==> config.mk <==
export PLATFORM = sky130hd
export DESIGN_NAME = amqp_frame_deframer_method_check_flat
export DESIGN_NICKNAME = d
export VERILOG_FILES = /design/src/rtl/amqp_fd_pkg.sv /design/src/rtl/amqp_fd_if.sv /design/src/rtl/amqp_fd_csr.sv /design/src/rtl/amqp_fd_core.sv /design/src/rtl/amqp_frame_deframer_method_check.sv /design/src/flat_wrapper.sv
export SDC_FILE = /design/constraint.sdc
export NUM_CORES = 1
export LEC_CHECK = 0
export BUFFER_PORTS_ARGS = -buffer_cell sky130_fd_sc_hd__buf_4
export CAP_MARGIN = 20
export CORE_UTILIZATION = 45
export CTS_CLUSTER_SIZE = 16
export DETAILED_ROUTE_END_ITERATION = 12
export PLACE_DENSITY_LB_ADDON = 0.3
export SYNTH_ARGS = -nofsm -noshare
export SYNTH_HDL_FRONTEND = slang
export SYNTH_HIERARCHICAL = 1
export SYNTH_SLANG_ARGS = --single-unit
==> constraint.sdc <==
create_clock -name clock -period 5.9 [get_ports clock]
set_input_delay 0.59 -clock clock [delete_from_list [all_inputs] [get_ports clock]]
set_output_delay 0.59 -clock clock [all_outputs]
set_load 0.1 [all_outputs]
==> src/rtl/amqp_fd_pkg.sv <==
// Shared types and constants for the AMQP frame deframer with method check.
package amqp_fd_pkg;

   localparam int BYTE_W   = 8;
   localparam int CHAN_W   = 16;
   localparam int SIZE_W   = 32;
   localparam int ID_W     = 16;
   localparam int STATUS_W = 3;
   localparam int DATA_W   = 32;
   localparam int ADDR_W   = 4;

   localparam logic [BYTE_W-1:0] END_MARK = 8'hCE;

   localparam logic [ADDR_W-1:0] ADDR_CLASS  = 4'h0;
   localparam logic [ADDR_W-1:0] ADDR_METHOD = 4'h4;
   localparam logic [ADDR_W-1:0] ADDR_CHECK  = 4'h8;

   localparam logic [1:0] REG_CLASS  = 2'd0;
   localparam logic [1:0] REG_METHOD = 2'd1;
   localparam logic [1:0] REG_CHECK  = 2'd2;

   localparam logic [ID_W-1:0] CLASS_RESET  = 16'd10;
   localparam logic [ID_W-1:0] METHOD_RESET = 16'd10;

   typedef enum logic [2:0] {
      PH_TYPE,
      PH_CHAN,
      PH_SIZE,
      PH_LOAD,
      PH_END
   } phase_type;

   typedef enum logic [STATUS_W-1:0] {
      ST_OK,
      ST_BAD_END,
      ST_MISMATCH,
      ST_TRUNC,
      ST_SHORT
   } status_type;

   typedef struct packed {
      logic [ID_W-1:0] expected_class;
      logic [ID_W-1:0] expected_method;
      logic            check_method;
   } cfg_type;

endpackage

==> src/rtl/amqp_fd_if.sv <==
// Channel interfaces: input byte channel and result channel.
interface amqp_fd_req_if;
   import amqp_fd_pkg::*;
   logic              valid;
   logic              ready;
   logic [BYTE_W-1:0] in_byte;
   logic              buffer_last;

   modport source (output valid, output in_byte, output buffer_last, input ready);
   modport sink   (input valid, input in_byte, input buffer_last, output ready);
endinterface

interface amqp_fd_rsp_if;
   import amqp_fd_pkg::*;
   logic                valid;
   logic                ready;
   logic                arg_valid;
   logic [BYTE_W-1:0]   arg_byte;
   logic                frame_done;
   logic [STATUS_W-1:0] status;
   logic [BYTE_W-1:0]   frame_type;
   logic [CHAN_W-1:0]   channel_number;
   logic [SIZE_W-1:0]   payload_size;

   modport source (output valid, output arg_valid, output arg_byte, output frame_done,
                   output status, output frame_type, output channel_number,
                   output payload_size, input ready);
   modport sink   (input valid, input arg_valid, input arg_byte, input frame_done,
                   input status, input frame_type, input channel_number,
                   input payload_size, output ready);
endinterface

==> src/rtl/amqp_fd_csr.sv <==
// APB-style configuration registers for the deframer.
module amqp_fd_csr (
   input  logic                              clock,
   input  logic                              reset,
   input  logic                              psel,
   input  logic                              penable,
   input  logic                              pwrite,
   input  logic [amqp_fd_pkg::ADDR_W-1:0]    paddr,
   input  logic [amqp_fd_pkg::DATA_W-1:0]    pwdata,
   output logic [amqp_fd_pkg::DATA_W-1:0]    prdata,
   output logic                              pready,
   output amqp_fd_pkg::cfg_type              cfg
);
   import amqp_fd_pkg::*;

   logic [ID_W-1:0] class_ff, class_in;
   logic [ID_W-1:0] method_ff, method_in;
   logic            check_ff, check_in;
   logic            wr_en;

   assign pready = 1'b1;
   assign wr_en  = psel && penable && pwrite;

   always_comb begin
      class_in  = class_ff;
      method_in = method_ff;
      check_in  = check_ff;
      if (wr_en) begin
         case (paddr[3:2])
            REG_CLASS:  class_in  = pwdata[ID_W-1:0];
            REG_METHOD: method_in = pwdata[ID_W-1:0];
            REG_CHECK:  check_in  = pwdata[0];
            default: ;
         endcase
      end
   end

   always_ff @(posedge clock) begin
      if (reset) begin
         class_ff  <= CLASS_RESET;
         method_ff <= METHOD_RESET;
         check_ff  <= 1'b1;
      end else begin
         class_ff  <= class_in;
         method_ff <= method_in;
         check_ff  <= check_in;
      end
   end

   always_comb begin
      case (paddr)
         ADDR_CLASS:  prdata = {{(DATA_W-ID_W){1'b0}}, class_ff};
         ADDR_METHOD: prdata = {{(DATA_W-ID_W){1'b0}}, method_ff};
         ADDR_CHECK:  prdata = {{(DATA_W-1){1'b0}}, check_ff};
         default:     prdata = '0;
      endcase
   end

   assign cfg.expected_class  = class_ff;
   assign cfg.expected_method = method_ff;
   assign cfg.check_method    = check_ff;

endmodule

==> src/rtl/amqp_fd_core.sv <==
// Frame parser: phase state, header registers and the result register.
module amqp_fd_core (
   input  logic                 clock,
   input  logic                 reset,
   input  amqp_fd_pkg::cfg_type cfg,
   amqp_fd_req_if.sink          req,
   amqp_fd_rsp_if.source        rsp
);
   import amqp_fd_pkg::*;

   phase_type         phase_ff, phase_in;
   logic [SIZE_W-1:0] cnt_ff, cnt_in;
   logic [BYTE_W-1:0] type_ff, type_in;
   logic [CHAN_W-1:0] chan_ff, chan_in;
   logic [SIZE_W-1:0] size_ff, size_in;
   logic [31:0]       hdr_ff, hdr_in;
   status_type        err_ff, err_in;

   logic                out_valid_ff;
   logic                arg_valid_ff;
   logic [BYTE_W-1:0]   arg_byte_ff;
   logic                done_ff;
   logic [STATUS_W-1:0] status_ff;
   logic [BYTE_W-1:0]   ftype_ff;
   logic [CHAN_W-1:0]   fchan_ff;
   logic [SIZE_W-1:0]   fsize_ff;

   logic       accept;
   logic       arg;
   logic       done;
   status_type st;
   logic       emit;

   assign req.ready = !out_valid_ff || rsp.ready;
   assign accept    = req.valid && req.ready;
   assign emit      = arg || done;

   always_comb begin
      phase_in = phase_ff;
      cnt_in   = cnt_ff;
      type_in  = type_ff;
      chan_in  = chan_ff;
      size_in  = size_ff;
      hdr_in   = hdr_ff;
      err_in   = err_ff;
      arg      = 1'b0;
      done     = 1'b0;
      st       = ST_OK;
      case (phase_ff)
         PH_TYPE: begin
            type_in  = req.in_byte;
            chan_in  = '0;
            size_in  = '0;
            hdr_in   = '0;
            err_in   = ST_OK;
            cnt_in   = '0;
            phase_in = PH_CHAN;
         end
         PH_CHAN: begin
            chan_in = {chan_ff[CHAN_W-BYTE_W-1:0], req.in_byte};
            cnt_in  = cnt_ff + 1'b1;
            if (cnt_ff == 32'd1) begin
               cnt_in   = '0;
               phase_in = PH_SIZE;
            end
         end
         PH_SIZE: begin
            size_in = {size_ff[SIZE_W-BYTE_W-1:0], req.in_byte};
            cnt_in  = cnt_ff + 1'b1;
            if (cnt_ff == 32'd3) begin
               cnt_in = '0;
               if (size_in == '0) begin
                  if (cfg.check_method && err_ff == ST_OK)
                     err_in = ST_SHORT;
                  phase_in = PH_END;
               end else begin
                  phase_in = PH_LOAD;
               end
            end
         end
         PH_LOAD: begin
            if (!cfg.check_method) begin
               arg = 1'b1;
            end else if (cnt_ff < 32'd4) begin
               hdr_in = {hdr_ff[23:0], req.in_byte};
               if (cnt_ff == 32'd3 &&
                   (hdr_in[31:16] != cfg.expected_class ||
                    hdr_in[15:0] != cfg.expected_method))
                  err_in = ST_MISMATCH;
            end else if (err_ff == ST_OK) begin
               arg = 1'b1;
            end
            cnt_in = cnt_ff + 1'b1;
            if (cnt_in == size_ff) begin
               if (cfg.check_method && size_ff < 32'd4 && err_in == ST_OK)
                  err_in = ST_SHORT;
               phase_in = PH_END;
            end
         end
         PH_END: begin
            done     = 1'b1;
            st       = (req.in_byte != END_MARK) ? ST_BAD_END : err_ff;
            phase_in = PH_TYPE;
            cnt_in   = '0;
         end
         default: begin
            phase_in = PH_TYPE;
            cnt_in   = '0;
         end
      endcase
      if (req.buffer_last && !done) begin
         done     = 1'b1;
         st       = ST_TRUNC;
         phase_in = PH_TYPE;
         cnt_in   = '0;
      end
   end

   always_ff @(posedge clock) begin
      if (reset) begin
         phase_ff <= PH_TYPE;
         cnt_ff   <= '0;
         type_ff  <= '0;
         chan_ff  <= '0;
         size_ff  <= '0;
         hdr_ff   <= '0;
         err_ff   <= ST_OK;
      end else if (accept) begin
         phase_ff <= phase_in;
         cnt_ff   <= cnt_in;
         type_ff  <= type_in;
         chan_ff  <= chan_in;
         size_ff  <= size_in;
         hdr_ff   <= hdr_in;
         err_ff   <= err_in;
      end
   end

   always_ff @(posedge clock) begin
      if (reset)
         out_valid_ff <= 1'b0;
      else if (accept)
         out_valid_ff <= emit;
      else if (rsp.ready)
         out_valid_ff <= 1'b0;
   end

   always_ff @(posedge clock) begin
      if (accept && emit) begin
         arg_valid_ff <= arg;
         arg_byte_ff  <= arg ? req.in_byte : '0;
         done_ff      <= done;
         status_ff    <= st;
         ftype_ff     <= type_in;
         fchan_ff     <= chan_in;
         fsize_ff     <= size_in;
      end
   end

   assign rsp.valid          = out_valid_ff;
   assign rsp.arg_valid      = arg_valid_ff;
   assign rsp.arg_byte       = arg_byte_ff;
   assign rsp.frame_done     = done_ff;
   assign rsp.status         = status_ff;
   assign rsp.frame_type     = ftype_ff;
   assign rsp.channel_number = fchan_ff;
   assign rsp.payload_size   = fsize_ff;

`ifndef NO_ASSERTIONS
   a_status_needs_done: assert property (@(posedge clock) disable iff (reset)
      out_valid_ff && !done_ff |-> status_ff == ST_OK)
      else $error("nonzero status without frame_done");

   a_idle_arg_zero: assert property (@(posedge clock) disable iff (reset)
      out_valid_ff && !arg_valid_ff |-> arg_byte_ff == '0)
      else $error("arg_byte nonzero without arg_valid");

   a_last_closes: assert property (@(posedge clock) disable iff (reset)
      accept && req.buffer_last |=> phase_ff == PH_TYPE && out_valid_ff && done_ff)
      else $error("buffer_last did not close the frame");

   a_end_returns: assert property (@(posedge clock) disable iff (reset)
      accept && phase_ff == PH_END |=> phase_ff == PH_TYPE && done_ff)
      else $error("end byte did not close the frame");

   a_chan_count: assert property (@(posedge clock) disable iff (reset)
      phase_ff == PH_CHAN |-> cnt_ff < 32'd2)
      else $error("channel byte count out of range");
`endif

endmodule

==> src/rtl/amqp_frame_deframer_method_check.sv <==
// AMQP frame deframer with method header check: one byte enters per clock
// whenever the result register is empty or being taken; each accepted byte
// is parsed combinationally and its result, if any, appears in the result
// register on the next edge. Sustained rate is one byte per cycle while the
// result register is empty or being taken. Frame status ok, bad end,
// mismatch, truncated or short payload closes each attempt; a bad status
// means the passed-out bytes must be discarded.
module amqp_frame_deframer_method_check (
   input  logic                           clock,
   input  logic                           reset,
   amqp_fd_req_if.sink                    req_chan,
   amqp_fd_rsp_if.source                  rsp_chan,
   input  logic                           psel,
   input  logic                           penable,
   input  logic                           pwrite,
   input  logic [amqp_fd_pkg::ADDR_W-1:0] paddr,
   input  logic [amqp_fd_pkg::DATA_W-1:0] pwdata,
   output logic [amqp_fd_pkg::DATA_W-1:0] prdata,
   output logic                           pready
);
   import amqp_fd_pkg::*;

   cfg_type cfg;

   amqp_fd_csr u_csr (
      .clock   (clock),
      .reset   (reset),
      .psel    (psel),
      .penable (penable),
      .pwrite  (pwrite),
      .paddr   (paddr),
      .pwdata  (pwdata),
      .prdata  (prdata),
      .pready  (pready),
      .cfg     (cfg)
   );

   amqp_fd_core u_core (
      .clock (clock),
      .reset (reset),
      .cfg   (cfg),
      .req   (req_chan),
      .rsp   (rsp_chan)
   );

endmodule
==> src/flat_wrapper.sv <==
// flat-port wrapper written by rule: the top's interface ports become plain ports
module amqp_frame_deframer_method_check_flat import amqp_fd_pkg::*;
  (clock, reset, psel, penable, pwrite, paddr, pwdata, prdata, pready, req_chan_valid, req_chan_in_byte, req_chan_buffer_last, req_chan_ready, rsp_chan_valid, rsp_chan_arg_valid, rsp_chan_arg_byte, rsp_chan_frame_done, rsp_chan_status, rsp_chan_frame_type, rsp_chan_channel_number, rsp_chan_payload_size, rsp_chan_ready);
  amqp_fd_req_if req_chan_i ();
  amqp_fd_rsp_if rsp_chan_i ();
  input  logic clock;
  input  logic reset;
  input  logic psel;
  input  logic penable;
  input  logic pwrite;
  input  logic [amqp_fd_pkg::ADDR_W-1:0] paddr;
  input  logic [amqp_fd_pkg::DATA_W-1:0] pwdata;
  output logic [amqp_fd_pkg::DATA_W-1:0] prdata;
  output logic pready;
  input wire logic [$bits(req_chan_i.valid)-1:0] req_chan_valid;
  input wire logic [$bits(req_chan_i.in_byte)-1:0] req_chan_in_byte;
  input wire logic [$bits(req_chan_i.buffer_last)-1:0] req_chan_buffer_last;
  output wire logic [$bits(req_chan_i.ready)-1:0] req_chan_ready;
  output wire logic [$bits(rsp_chan_i.valid)-1:0] rsp_chan_valid;
  output wire logic [$bits(rsp_chan_i.arg_valid)-1:0] rsp_chan_arg_valid;
  output wire logic [$bits(rsp_chan_i.arg_byte)-1:0] rsp_chan_arg_byte;
  output wire logic [$bits(rsp_chan_i.frame_done)-1:0] rsp_chan_frame_done;
  output wire logic [$bits(rsp_chan_i.status)-1:0] rsp_chan_status;
  output wire logic [$bits(rsp_chan_i.frame_type)-1:0] rsp_chan_frame_type;
  output wire logic [$bits(rsp_chan_i.channel_number)-1:0] rsp_chan_channel_number;
  output wire logic [$bits(rsp_chan_i.payload_size)-1:0] rsp_chan_payload_size;
  input wire logic [$bits(rsp_chan_i.ready)-1:0] rsp_chan_ready;
  assign req_chan_i.valid = req_chan_valid;
  assign req_chan_i.in_byte = req_chan_in_byte;
  assign req_chan_i.buffer_last = req_chan_buffer_last;
  assign req_chan_ready = req_chan_i.ready;
  assign rsp_chan_valid = rsp_chan_i.valid;
  assign rsp_chan_arg_valid = rsp_chan_i.arg_valid;
  assign rsp_chan_arg_byte = rsp_chan_i.arg_byte;
  assign rsp_chan_frame_done = rsp_chan_i.frame_done;
  assign rsp_chan_status = rsp_chan_i.status;
  assign rsp_chan_frame_type = rsp_chan_i.frame_type;
  assign rsp_chan_channel_number = rsp_chan_i.channel_number;
  assign rsp_chan_payload_size = rsp_chan_i.payload_size;
  assign rsp_chan_i.ready = rsp_chan_ready;
  amqp_frame_deframer_method_check u_core (.clock(clock), .reset(reset), .req_chan(req_chan_i), .rsp_chan(rsp_chan_i), .psel(psel), .penable(penable), .pwrite(pwrite), .paddr(paddr), .pwdata(pwdata), .prdata(prdata), .pready(pready));
endmodule
==> results.py, run 1 <==
metrics = {
    "finish": {
        "n_antenna_cell": 0,
        "num-nets-final": 1468,
        "multi_input_area_mm2": 0.00574,
        "seqCellArea_mm2": 0.00511,
        "n_fill_cell": 2283,
        "fin_area_mm2": 0.0131,
        "layout-drive-gt1-share_pct": 14.5,
        "syn_to_final_growth_pct": 14.4,
    },
    "worst_setup_path": {
        "critPathMaxFanout": 12,
        "critPathLaunchType": "flip-flop",
        "required_ns": 6.30,
        "r2r_start": "u_core/u_core/cnt_ff[0]$_SDFFE_PP0P_",
        "critPathCaptureType": "flip-flop",
        "r2r_cells": 9,
        "critical_path_class": "reg -> reg",
        "crit_start": "u_core/u_core/cnt_ff[0]$_SDFFE_PP0P_",
        "cp.arrival_ns": 4.13,
    },
    "global_routing": {
        "grtUsageTotal_pct": 22.7,
        "grt_pass1_vias": 9031,
        "grt_pass1_wl_um": 48100,
        "grt_max_degree": 115,
        "gr-total-overflow": 0,
        "antenna_found_initial": 0,
    },
    "yosys": {
        "synth_cell_types": 75,
        "async_reset_ff_share_pct": 0,
        "synth_area_mm2": 0.0114,
        "yosys.area_share.simple_pct": 25.6,
        "yosysWarnings": 6,
        "synthCells": 1365,
        "synth-adder-area-share_pct": 0.219,
        "synth_top_family_by_area": "simple AND/OR/NAND/NOR gates",
        "synth_flop_cell": "dfxtp_1",
        "synth_edf_count": 69,
        "ys_ff_latch": 221,
        "synthMuxAreaShare_pct": 2.71,
        "synth_compound_area_share_pct": 15.6,
        "synthXorXnorAreaFrac_pct": 5.44,
        "avgSynthCellArea_um2": 8.38,
        "ys_seq_area_share_pct": 44.7,
    },
    "min_path": {
        "hold_path_class": "in -> reg",
        "min_from": "pwdata[0]",
        "holdPathStages": 3,
    },
    "pwr": {
        "cellInternalPower_mw": 2.56,
        "pwr-share-comb_pct": 14.5,
        "power.leakage_nw": 4.85,
        "p_seq_share_pct": 45.3,
        "power_switching_mw": 1.04,
        "vdd_drop_max_uv": 210,
        "power_frac_clock_pct": 40.2,
        "powerDensity_mw_per_mm2": 275,
        "swShare_pct": 28.8,
    },
    "route": {
        "routedWlPerCell_um": 17.3,
        "maxUsedRoutingLayer": "met4",
        "met3_length_um": 2180,
        "drc": 0,
        "drtPass1Iterations": 5,
        "detail-route-antenna-nets": 0,
        "drt_iter0_drc": 917,
        "wl_met1_um": 13500,
        "vias": 10050,
        "wl_met2_um": 14000,
        "wirelength_um": 30400,
        "vias_per_cell": 5.73,
    },
    "timing": {
        "fmax_mhz": 268,
        "finalCritPeriodShare_pct": 63.3,
        "worstMarginPinSlew_ns": 1.14,
        "timing.setup.tns_ns": 0,
        "hold_viol_final": 0,
        "skew_ns": 0.0183,
        "final_max_slew_viol_count": 0,
        "setup_viol": 0,
        "period_minus_slack_ns": 3.74,
        "rsz0062_at_grt": "no",
        "slew_headroom_pct": 23.7,
    },
    "placed_design": {
        "finalWeightedCongestion": 0.908,
        "port-buffer-count": 122,
        "dpl_cell_area_mm2": 0.0123,
        "hpwl_um": 20400,
    },
    "clock_tree": {
        "cts_buffers": 23,
        "cts_buffer_depth": 3,
        "h-tree-depth": 1,
        "cts_sinks": 221,
        "post_cts_buffers": 0,
        "cts_resized": 0,
        "cts_tree": "built",
        "worst_skew_pair.late_latency_ns": 0.52,
        "clkSlewWorstSetupHoldPaths_ns": 0.06,
        "root_buffer": "clkbuf_16",
        "hold_buffers": 0,
    },
    "floorplanning": {
        "start_util_pct": 46.5,
        "dieWidth_um": 161,
        "dieArea_mm2": 0.0261,
        "die_h_um": 161,
        "pin_count": 156,
        "fp.coreArea_mm2": 0.0246,
        "num_rows": 57,
    },
    "flow_run": {
        "drv_cap": 0,
    },
    "run_status": {
        "outcome": "finished clean",
    },
}
## registers in the layout, indices dropped and copies added (netlist names), 3 cells and up
name	count
u_core/u_core/cnt_ff	32
u_core/u_core/rsp.payload_size	32
u_core/u_core/size_ff	32
u_core/u_core/hdr_ff	24
u_core/u_core/chan_ff	16
u_core/u_core/rsp.channel_number	16
u_core/u_csr/class_ff	16
u_core/u_csr/method_ff	16
u_core/u_core/rsp.arg_byte	8
u_core/u_core/rsp.frame_type	8
u_core/u_core/type_ff	8
u_core/u_core/err_ff	3
u_core/u_core/phase_ff	3
u_core/u_core/rsp.status	3
## power groups by stage
stage	Clock, mW	Combinational (mW)	Sequential (mW)
2_1_floorplan	0	0.215	1.87
3_3_place_gp	0	0.516	1.66
3_5_place_dp	0	0.518	1.66
4_1_cts	1.47	0.518	1.63
5_1_grt	1.53	0.545	1.63
6_report	1.45	0.522	1.63
## cell type report
cell class              instances  area share, %
clock buffers                  34           5.02
flip-flops and latches        221           39.1
clock inverters                 8          0.737
multi-input cells            1026           43.9
well taps                     324           3.10
inverters                      10          0.287
repair buffers                132           7.83
## synthesized netlist by cell type (14+ instances only)
cell type / instances / area, um2
a21oi_1: 126 / 631
a22o_1: 17 / 149
and2_1: 14 / 87.6
buf_2: 19 / 95.1
buf_4: 22 / 165
clkbuf_1: 70 / 263
dfxtp_1: 152 / 3040
edfxtp_1: 69 / 2070
mux2i_1: 22 / 220
nand2_1: 280 / 1050
nand2b_1: 32 / 200
nand3_1: 46 / 230
nand4_1: 16 / 100
nor2_1: 69 / 259
nor2b_1: 20 / 125
nor3_1: 21 / 105
nor4_1: 37 / 231
o21ai_0: 98 / 490
xnor2_1: 22 / 193
xor2_1: 49 / 429
## path summary, 6_finish.rpt
kind / slack [ns] / endpoint
min reg2reg: 0.46 / u_core/u_core/type_ff[3]$_SDFFE_PP0P_
min: 0.35 / u_core/u_csr/check_ff$_SDFFE_PP1P_
max reg2reg: 2.16 / u_core/u_core/phase_ff[1]$_SDFFE_PP0P_
max: 2.16 / u_core/u_core/phase_ff[1]$_SDFFE_PP0P_
## layout by cell type, fill, tap and decap left out, types with 7 or more instances in the layout
master | Yosys | routed
mux2_2 | 8 | 8
nand2b_1 | 32 | 32
a21oi_1 | 126 | 125
clkbuf_16 | 0 | 23
dfxtp_1 | 152 | 152
mux2i_1 | 22 | 22
and3_1 | 11 | 11
buf_4 | 22 | 130
nor2_1 | 69 | 69
inv_1 | 10 | 9
nand2_1 | 280 | 279
o21ai_2 | 10 | 10
xor2_1 | 49 | 49
nand3_1 | 46 | 46
or3_1 | 10 | 10
edfxtp_1 | 69 | 69
a22o_1 | 17 | 17
clkbuf_1 | 70 | 7
and2_1 | 14 | 13
nor3_1 | 21 | 21
nor4_1 | 37 | 37
nand4_1 | 16 | 16
xnor2_1 | 22 | 22
o21ai_0 | 98 | 98
nor2b_1 | 20 | 20
conb_1 | 2 | 17
## routing by layer
layer	track usage [%]	vias to the layer above
met5	0	-
met2	36.1	370
met4	6.26	0
met3	2.75	50
li1	-	4850
met1	32.4	4780
## through the flow
step | util [%] | power (mW) | setup slack [ns] | hold WS (ns) | std cells
floorplan | - | 2.08 | 1.67 | 0.434 | 1380
global placement | 49.9 | 2.18 | 2.20 | 0.439 | 1711
detailed placement | 49.9 | 2.18 | 2.14 | 0.447 | 1711
CTS | 53.0 | 3.62 | 2.12 | 0.337 | 1753
global route | 53.2 | 3.71 | 1.80 | 0.372 | 1755
finish | 53.2 | 3.60 | 2.16 | 0.351 | 1755
## logic make-up (layout without fill, tap and decap cells)
logic type	after synthesis	after routing
compound gates	307	307
fa+ha+maj	2	2
xor+xnor	71	71
buf+inv	133	184
simple gates	599	599
flops	221	221
other cells	2	17
mux	30	30
## critical path, stage by stage (launching register included)
cell and delay, ns:
dfxtp_1 0.47, ha_1 0.42, nand3_1 0.40, nor4_4 0.75
and3_4 0.30, xnor2_1 0.09, a2111oi_0 0.53, nand4b_1 0.25
o211ai_1 0.29, o21ai_1 0.11
No activity file was read; power rests on OpenSTA's default activity.
==> inputs of run 2 (changes only) <==
==> constraint.sdc (replaced) <==
create_clock -name clock -period 3.2 [get_ports clock]
set_input_delay 0.32 -clock clock [delete_from_list [all_inputs] [get_ports clock]]
set_output_delay 0.32 -clock clock [all_outputs]
set_load 0.1 [all_outputs]
==> run 2 against run 1 <==
  * Clock skew shrank 0.0015 ns
  * Highest routed layer unchanged
  * Clock power increased by 90%
  * Worst hold slack got worse by 0.29 ns
  * Die area unchanged
  * Critical path depth unchanged
  * Via count increased by 1.4%
  * Wire length rose by 3.6%
  * Total power grew 87%
==> results.py, run 2 (synthesis gave the netlist of run 1 again) <==
metrics = {
    "timing": {
        "hold_viol_final": 0,
        "slew_headroom_pct": 40.2,
        "setup_viol": 0,
        "finalCritPeriodShare_pct": 92.5,
        "rsz0062_at_grt": "no",
        "worstMarginPinSlew_ns": 0.898,
        "fmax_mhz": 338,
        "holdWs_ns": 0.0602,
        "final_max_slew_viol_count": 0,
        "skew_ns": 0.0168,
        "timing.setup.tns_ns": 0,
        "period_minus_slack_ns": 2.96,
    },
    "clock_tree": {
        "h-tree-depth": 1,
        "cts_sinks": 221,
        "hold_buffers": 0,
        "worst_skew_pair.late_latency_ns": 0.53,
        "cts_buffer_depth": 3,
        "cts_buffers": 24,
        "clkSlewWorstSetupHoldPaths_ns": 0.07,
        "root_buffer": "clkbuf_16",
        "cts_tree": "built",
    },
    "pwr": {
        "vdd_drop_max_uv": 354,
        "powerDensity_mw_per_mm2": 502,
        "power.leakage_nw": 5.06,
    },
    "worst_setup_path": {
        "critPathMaxFanout": 40,
        "critical_path_class": "reg -> reg",
        "reg2reg_to": "u_core/u_core/rsp.payload_size[11]$_DFFE_PP_",
        "path_cells": "buf_4 -> nor4_1 -> nand4_1 -> o21ai_0 -> a21oi_1 -> o21ai_0 -> buf_4 -> clkinvlp_4 -> buf_4",
        "cp_num_buf_inv": 4,
        "cp.arrival_ns": 3.20,
        "r2r_start": "u_core/u_core/cnt_ff[10]$_SDFFE_PP0P_",
        "crit_top_cell": "buf_4",
        "crit_slowest_cell": "nor4_1",
        "r2r_cells": 9,
        "slowest_delay_ns": 0.37,
        "critPathLaunchType": "flip-flop",
        "critPathCaptureType": "flip-flop",
        "crit_family": "compound AO/OA/AOI/OAI gates",
        "required_ns": 3.43,
        "regToRegSetupSlack_ns": 0.24,
    },
    "floorplanning": {
        "dieWidth_um": 161,
        "dieArea_mm2": 0.0261,
        "start_util_pct": 46.5,
        "die_h_um": 161,
        "fp.coreArea_mm2": 0.0246,
        "num_rows": 57,
        "pin_count": 156,
    },
    "route": {
        "drtPass1Iterations": 6,
        "wirelength_um": 31500,
        "detail-route-antenna-nets": 0,
        "vias_per_cell": 5.67,
        "vias": 10186,
        "routedWlPerCell_um": 17.5,
        "drt_iter0_drc": 770,
        "drc": 0,
    },
    "global_routing": {
        "grt_pass1_wl_um": 50500,
        "grt_pass1_vias": 9334,
        "antenna_found_initial": 0,
        "gr-total-overflow": 0,
        "grtUsageTotal_pct": 24.1,
        "grt_max_degree": 81,
    },
    "run_status": {
        "outcome": "finished clean",
    },
    "min_path": {
        "min_from": "pwdata[0]",
        "hold_path_class": "in -> reg",
        "whs_endpoint": "u_core/u_csr/check_ff$_SDFFE_PP1P_",
        "holdPathStages": 3,
    },
    "placed_design": {
        "numPlacedInstances": 1751,
        "port-buffer-count": 122,
        "finalWeightedCongestion": 0.950,
        "hpwl_um": 21600,
    },
    "finish": {
        "layoutNonFillerInstCount": 1797,
        "final_cell_mix": "nand2_1 (279), buf_4 (170), dfxtp_1 (149)",
        "n_antenna_cell": 0,
        "final_common_cell": "nand2_1",
        "syn_to_final_growth_pct": 17.5,
        "num-nets-final": 1509,
        "layout-drive-gt1-share_pct": 17.4,
    },
    "flow_run": {
        "drv_cap": 0,
    },
}
[run 2: cell types whose count changed in the layout (fill, tap and decap cells not counted), sizes merged]
cell      previous run  this run
buf                132       172
clkbuf              34        29
clkinv               5         9
clkinvlp             0         4
inv                 11        10
[run 2: worst max-delay path by stage]
stage / to / start / cells after the start / slack, ns
floorplan: u_core/u_core/rsp.arg_byte[0]$_SDFFCE_PN0P_ / u_core/u_core/rsp.valid$_SDFFE_PP0P_ / 6 / 0.12
global placement: u_core/u_core/err_ff[2]$_SDFFE_PP0P_ / u_core/u_core/cnt_ff[0]$_SDFFE_PP0P_ / 9 / 0.25
detailed placement: u_core/u_core/phase_ff[1]$_SDFFE_PP0P_ / u_core/u_core/cnt_ff[0]$_SDFFE_PP0P_ / 10 / 0.22
CTS: u_core/u_core/phase_ff[1]$_SDFFE_PP0P_ / u_core/u_core/cnt_ff[0]$_SDFFE_PP0P_ / 10 / 0.22
global route: u_core/u_core/phase_ff[1]$_SDFFE_PP0P_ / u_core/u_core/cnt_ff[1]$_SDFFE_PP0P_ / 10 / 0.03
finish: u_core/u_core/rsp.payload_size[11]$_DFFE_PP_ / u_core/u_core/cnt_ff[10]$_SDFFE_PP0P_ / 9 / 0.24
[run 2: power breakdown]
group	switching [mW]	total, mW	internal, mW
Sequential	0.0319	3.00	2.97
Combinational	0.796	0.985	0.189
Clock	1.18	2.76	1.58
[run 2: final cells by class]
cell class | instances | area [um2]
Clock inverter | 15 | 161
Fill cell | 2274 | 11200
Multi-Input combinational cell | 1026 | 5770
Sequential cell | 221 | 5120
Inverter | 10 | 41.3
Clock buffer | 29 | 629
Timing Repair Buffer | 172 | 1320
Tap cell | 324 | 405
[run 2: tightest hold or removal path, stage by stage]
cell	delay, ns
buf_4	0.08
nor2_1	0.03
mux2i_1	0.11
[run 2: metrics by stage]
stage / total power, mW / worst slack (ns) / utilization [%] / instance area (um2)
global route: 6.95 / 0.0278 / 54.6 / 13400
global placement: 4.03 / 0.251 / 51.3 / 12600
CTS: 6.79 / 0.221 / 54.5 / 13400
floorplan: 3.84 / 0.119 / - / 11500
finish: 6.74 / 0.239 / 54.6 / 13400
detailed placement: 4.04 / 0.217 / 51.3 / 12600
[run 2: what timing repair did]
action                     in CTS  in global routing
setup endpoints to repair       0                  3
setup buffers                   0                  2
gates resized for setup         0                  5
[run 2: layer usage]
layer | GRT usage [%] | routed length [um] | vias up
li1 | - | - | 4932
met1 | 33.8 | 14400 | 4839
met2 | 38.2 | 14500 | 362
met3 | 3.11 | 1790 | 53
met4 | 7.80 | 862 | 0
met5 | 0 | 0 | -
==> inputs of run 3 (changes only) <==
--- a/config.mk
+++ b/config.mk
@@ -10,8 +10,7 @@
 export CORE_UTILIZATION = 45
 export CTS_CLUSTER_SIZE = 16
 export DETAILED_ROUTE_END_ITERATION = 12
-export PLACE_DENSITY_LB_ADDON = 0.3
+export PLACE_DENSITY = 0.68
 export SYNTH_ARGS = -nofsm -noshare
 export SYNTH_HDL_FRONTEND = slang
-export SYNTH_HIERARCHICAL = 1
 export SYNTH_SLANG_ARGS = --single-unit
==> constraint.sdc (replaced) <==
create_clock -name clock -period 3.3 [get_ports clock]
set_input_delay 0.33 -clock clock [delete_from_list [all_inputs] [get_ports clock]]
set_output_delay 0.33 -clock clock [all_outputs]
set_load 0.1 [all_outputs]
==> run 3 against run 2 <==
  * Clock-buffer cell count increased by 2
  * Register-to-register slack improved by 0.02 ns
  * Clock skew increased by 0.0099 ns
==> results.py, run 3 <==
metrics = {
    "yosys": {
        "synth_area_mm2": 0.0112,
        "synth_edf_count": 69,
        "yosysMostFrequentCell": "nand2_1",
        "yosysWarnings": 0,
        "ys_top_cells_by_count": "nand2_1 (320), dfxtp_1 (152), a21oi_1 (146)",
        "ys_ff_latch": 221,
        "synth_cell_types": 69,
        "ys_seq_area_share_pct": 45.5,
        "yosysTopAreaCellShare_pct": 27.1,
        "avgSynthCellArea_um2": 8.45,
        "synth_flop_cell": "dfxtp_1",
        "async_reset_ff_share_pct": 0,
        "synth_area_leaders": "dfxtp_1 (27%), edfxtp_1 (18%), nand2_1 (11%)",
        "synth_top_area_cell": "dfxtp_1",
        "synthCells": 1331,
    },
    "route": {
        "wirelength_um": 30300,
        "vias": 9829,
        "routedWlPerCell_um": 17.3,
        "vias_per_cell": 5.59,
        "drtPass1Iterations": 5,
        "drt_iter0_drc": 702,
        "drc": 0,
        "detail-route-antenna-nets": 0,
    },
    "worst_setup_path": {
        "crit_start": "u_core.u_core.cnt_ff[2]$_SDFFE_PP0P_",
        "critPathMaxFanout": 8,
        "crit_slowest_cell": "or4_1",
        "r2r_cells": 9,
        "required_ns": 3.73,
        "critPathLaunchType": "flip-flop",
        "critical_path_class": "reg -> reg",
        "critPathCaptureType": "flip-flop",
        "cp.depth": 9,
        "slowest_delay_ns": 0.55,
        "cp-endpoint": "u_core.u_core.phase_ff[1]$_SDFFE_PP0P_",
        "cp.arrival_ns": 3.47,
        "cp_num_buf_inv": 0,
        "regToRegSetupSlack_ns": 0.26,
        "path_cells": "nand4_4 -> nor4_2 -> xnor2_1 -> or4_1 -> nor4_1 -> nand4_2 -> nor3_2 -> mux2i_1 -> a31o_1",
        "reg2reg_to": "u_core.u_core.phase_ff[1]$_SDFFE_PP0P_",
        "r2r_start": "u_core.u_core.cnt_ff[2]$_SDFFE_PP0P_",
        "crit_family": "simple AND/OR/NAND/NOR gates",
    },
    "timing": {
        "period_minus_slack_ns": 3.04,
        "timing.setup.tns_ns": 0,
        "final_max_slew_viol_count": 0,
        "rsz0062_at_grt": "no",
        "finalCritPeriodShare_pct": 92.2,
        "skew_ns": 0.0267,
        "hold_viol_final": 0,
        "slew_headroom_pct": 45.3,
        "fmax_mhz": 329,
        "setup_viol": 0,
        "worstMarginPinSlew_ns": 0.820,
    },
    "floorplanning": {
        "num_rows": 57,
        "fp.coreArea_mm2": 0.0244,
        "dieArea_mm2": 0.0256,
        "die_h_um": 160,
        "dieWidth_um": 160,
        "pin_count": 156,
        "start_util_pct": 46.1,
    },
    "clock_tree": {
        "hold_buffers": 0,
        "root_buffer": "clkbuf_16",
        "cts_buffers": 23,
        "h-tree-depth": 1,
        "worst_skew_pair.late_latency_ns": 0.53,
        "cts_resized": 0,
        "cts_sinks": 221,
        "cts_buffer_depth": 3,
        "post_cts_buffers": 0,
        "cts_tree": "built",
        "clkSlewWorstSetupHoldPaths_ns": 0.07,
    },
    "pwr": {
        "p_total_mw": 6.33,
        "p_seq_share_pct": 45.5,
        "power_frac_clock_pct": 42.8,
        "power_switching_mw": 1.72,
        "swShare_pct": 27.2,
        "vdd_drop_max_uv": 323,
        "powerDensity_mw_per_mm2": 482,
        "power.leakage_nw": 4.90,
        "cellInternalPower_mw": 4.61,
        "pwr-share-comb_pct": 11.8,
    },
    "global_routing": {
        "grt_pass1_wl_um": 48900,
        "gr-total-overflow": 0,
        "grt_pass1_vias": 9050,
        "antenna_found_initial": 0,
        "grtUsageTotal_pct": 23.5,
        "grt_max_degree": 68,
    },
    "placed_design": {
        "hpwl_um": 20700,
        "dpl_cell_area_mm2": 0.0123,
        "finalWeightedCongestion": 0.934,
        "numPlacedInstances": 1715,
        "port-buffer-count": 122,
    },
    "flow_run": {
        "drv_cap": 0,
    },
    "finish": {
        "final_common_cell": "nand2_1",
        "layoutNonFillerInstCount": 1757,
        "layout-drive-gt1-share_pct": 16.9,
        "num-nets-final": 1470,
        "syn_to_final_growth_pct": 16.9,
        "n_fill_cell": 2298,
        "fin_area_mm2": 0.0131,
        "n_antenna_cell": 0,
        "final_cell_mix": "nand2_1 (319), buf_4 (166), dfxtp_1 (150)",
    },
    "min_path": {
        "hold_path_class": "in -> reg",
    },
    "run_status": {
        "outcome": "finished clean",
    },
}
==> run 3: cell count changes after synthesis, sizes merged, moves of 8 or more <==
cell    previous run  this run
xnor2             22        30
nand4             18        26
nand3             48        75
nand2            280       320
nor2              69        52
and3              12         4
o21ai            113        50
nand2b            33        11
mux2i             22         4
a21oi            127       146
==> run 3: final cells by class <==
cell class	count	area, um2	area share (%)
inverter	7	30.0	0.229
sequential	221	5120	39.0
multi-input combinational	995	5510	41.9
tap	324	405	3.09
clock inverter	11	153	1.16
clock buffer	31	637	4.85
timing repair buffer	168	1290	9.79
==> run 3: cells by family after synthesis <==
kind of cell,synth area share (%)
adder cells (fa/ha/maj),0.223
XOR/XNOR,6.08
other,0.0668
AND/OR/NAND/NOR,28.1
flip-flops,45.5
buffers and inverters,6.19
AO/OA/AOI/OAI,12.6
multiplexers,1.26
==> run 3: how the worst min path moves through the flow <==
stage,from,to,slack (ns),cells past startpoint
finish,pwdata[3],u_core.u_csr.method_ff[3]$_SDFFE_PP1P_,0.04,3
global route,pwdata[1],u_core.u_csr.class_ff[1]$_SDFFE_PP1P_,0.05,3
CTS,pwdata[1],u_core.u_csr.class_ff[1]$_SDFFE_PP1P_,0.03,3
detailed placement,u_core.u_core.type_ff[6]$_SDFFE_PP0P_,u_core.u_core.type_ff[6]$_SDFFE_PP0P_,0.45,2
global placement,u_core.u_core.type_ff[0]$_SDFFE_PP0P_,u_core.u_core.type_ff[0]$_SDFFE_PP0P_,0.44,2
floorplan,u_core.u_core.type_ff[0]$_SDFFE_PP0P_,u_core.u_core.type_ff[0]$_SDFFE_PP0P_,0.43,2
==> run 3: power by group through the flow <==
stage	registers [mW]	logic, mW	clock network [mW]
4_1_cts	2.88	0.745	2.74
3_5_place_dp	2.94	0.744	0
2_1_floorplan	3.17	0.345	0
3_3_place_gp	2.94	0.740	0
5_1_grt	2.88	0.782	2.84
6_report	2.88	0.745	2.71
==> run 3: worst register-to-register path, cell delays in order, from the launching register on <==
cell and delay [ns]:
dfxtp_1 0.49, nand4_4 0.21, nor4_2 0.51, xnor2_1 0.13, or4_1 0.55, nor4_1 0.26, nand4_2 0.16, nor3_2 0.26
mux2i_1 0.15, a31o_1 0.23
==> run 3: through the flow <==
step           worst slack (ns)  util, %  hold WS, ns
3_5_place_dp              0.183     50.6        0.447
5_1_grt                  0.0519     53.9       0.0455
4_1_cts                   0.182     53.8       0.0292
3_3_place_gp              0.201     50.6        0.440
6_report                  0.257     53.9       0.0386
2_1_floorplan             0.102        -        0.434
==> run 3: routing by layer <==
metal | GRT usage, % | part of all wire (%) | vias to the layer above
met5 | 0 | 0 | -
met1 | 33.4 | 45 | 4677
met4 | 6.58 | 2.5 | 0
met2 | 37.6 | 47 | 323
met3 | 2.60 | 5.6 | 54
li1 | - | - | 4775
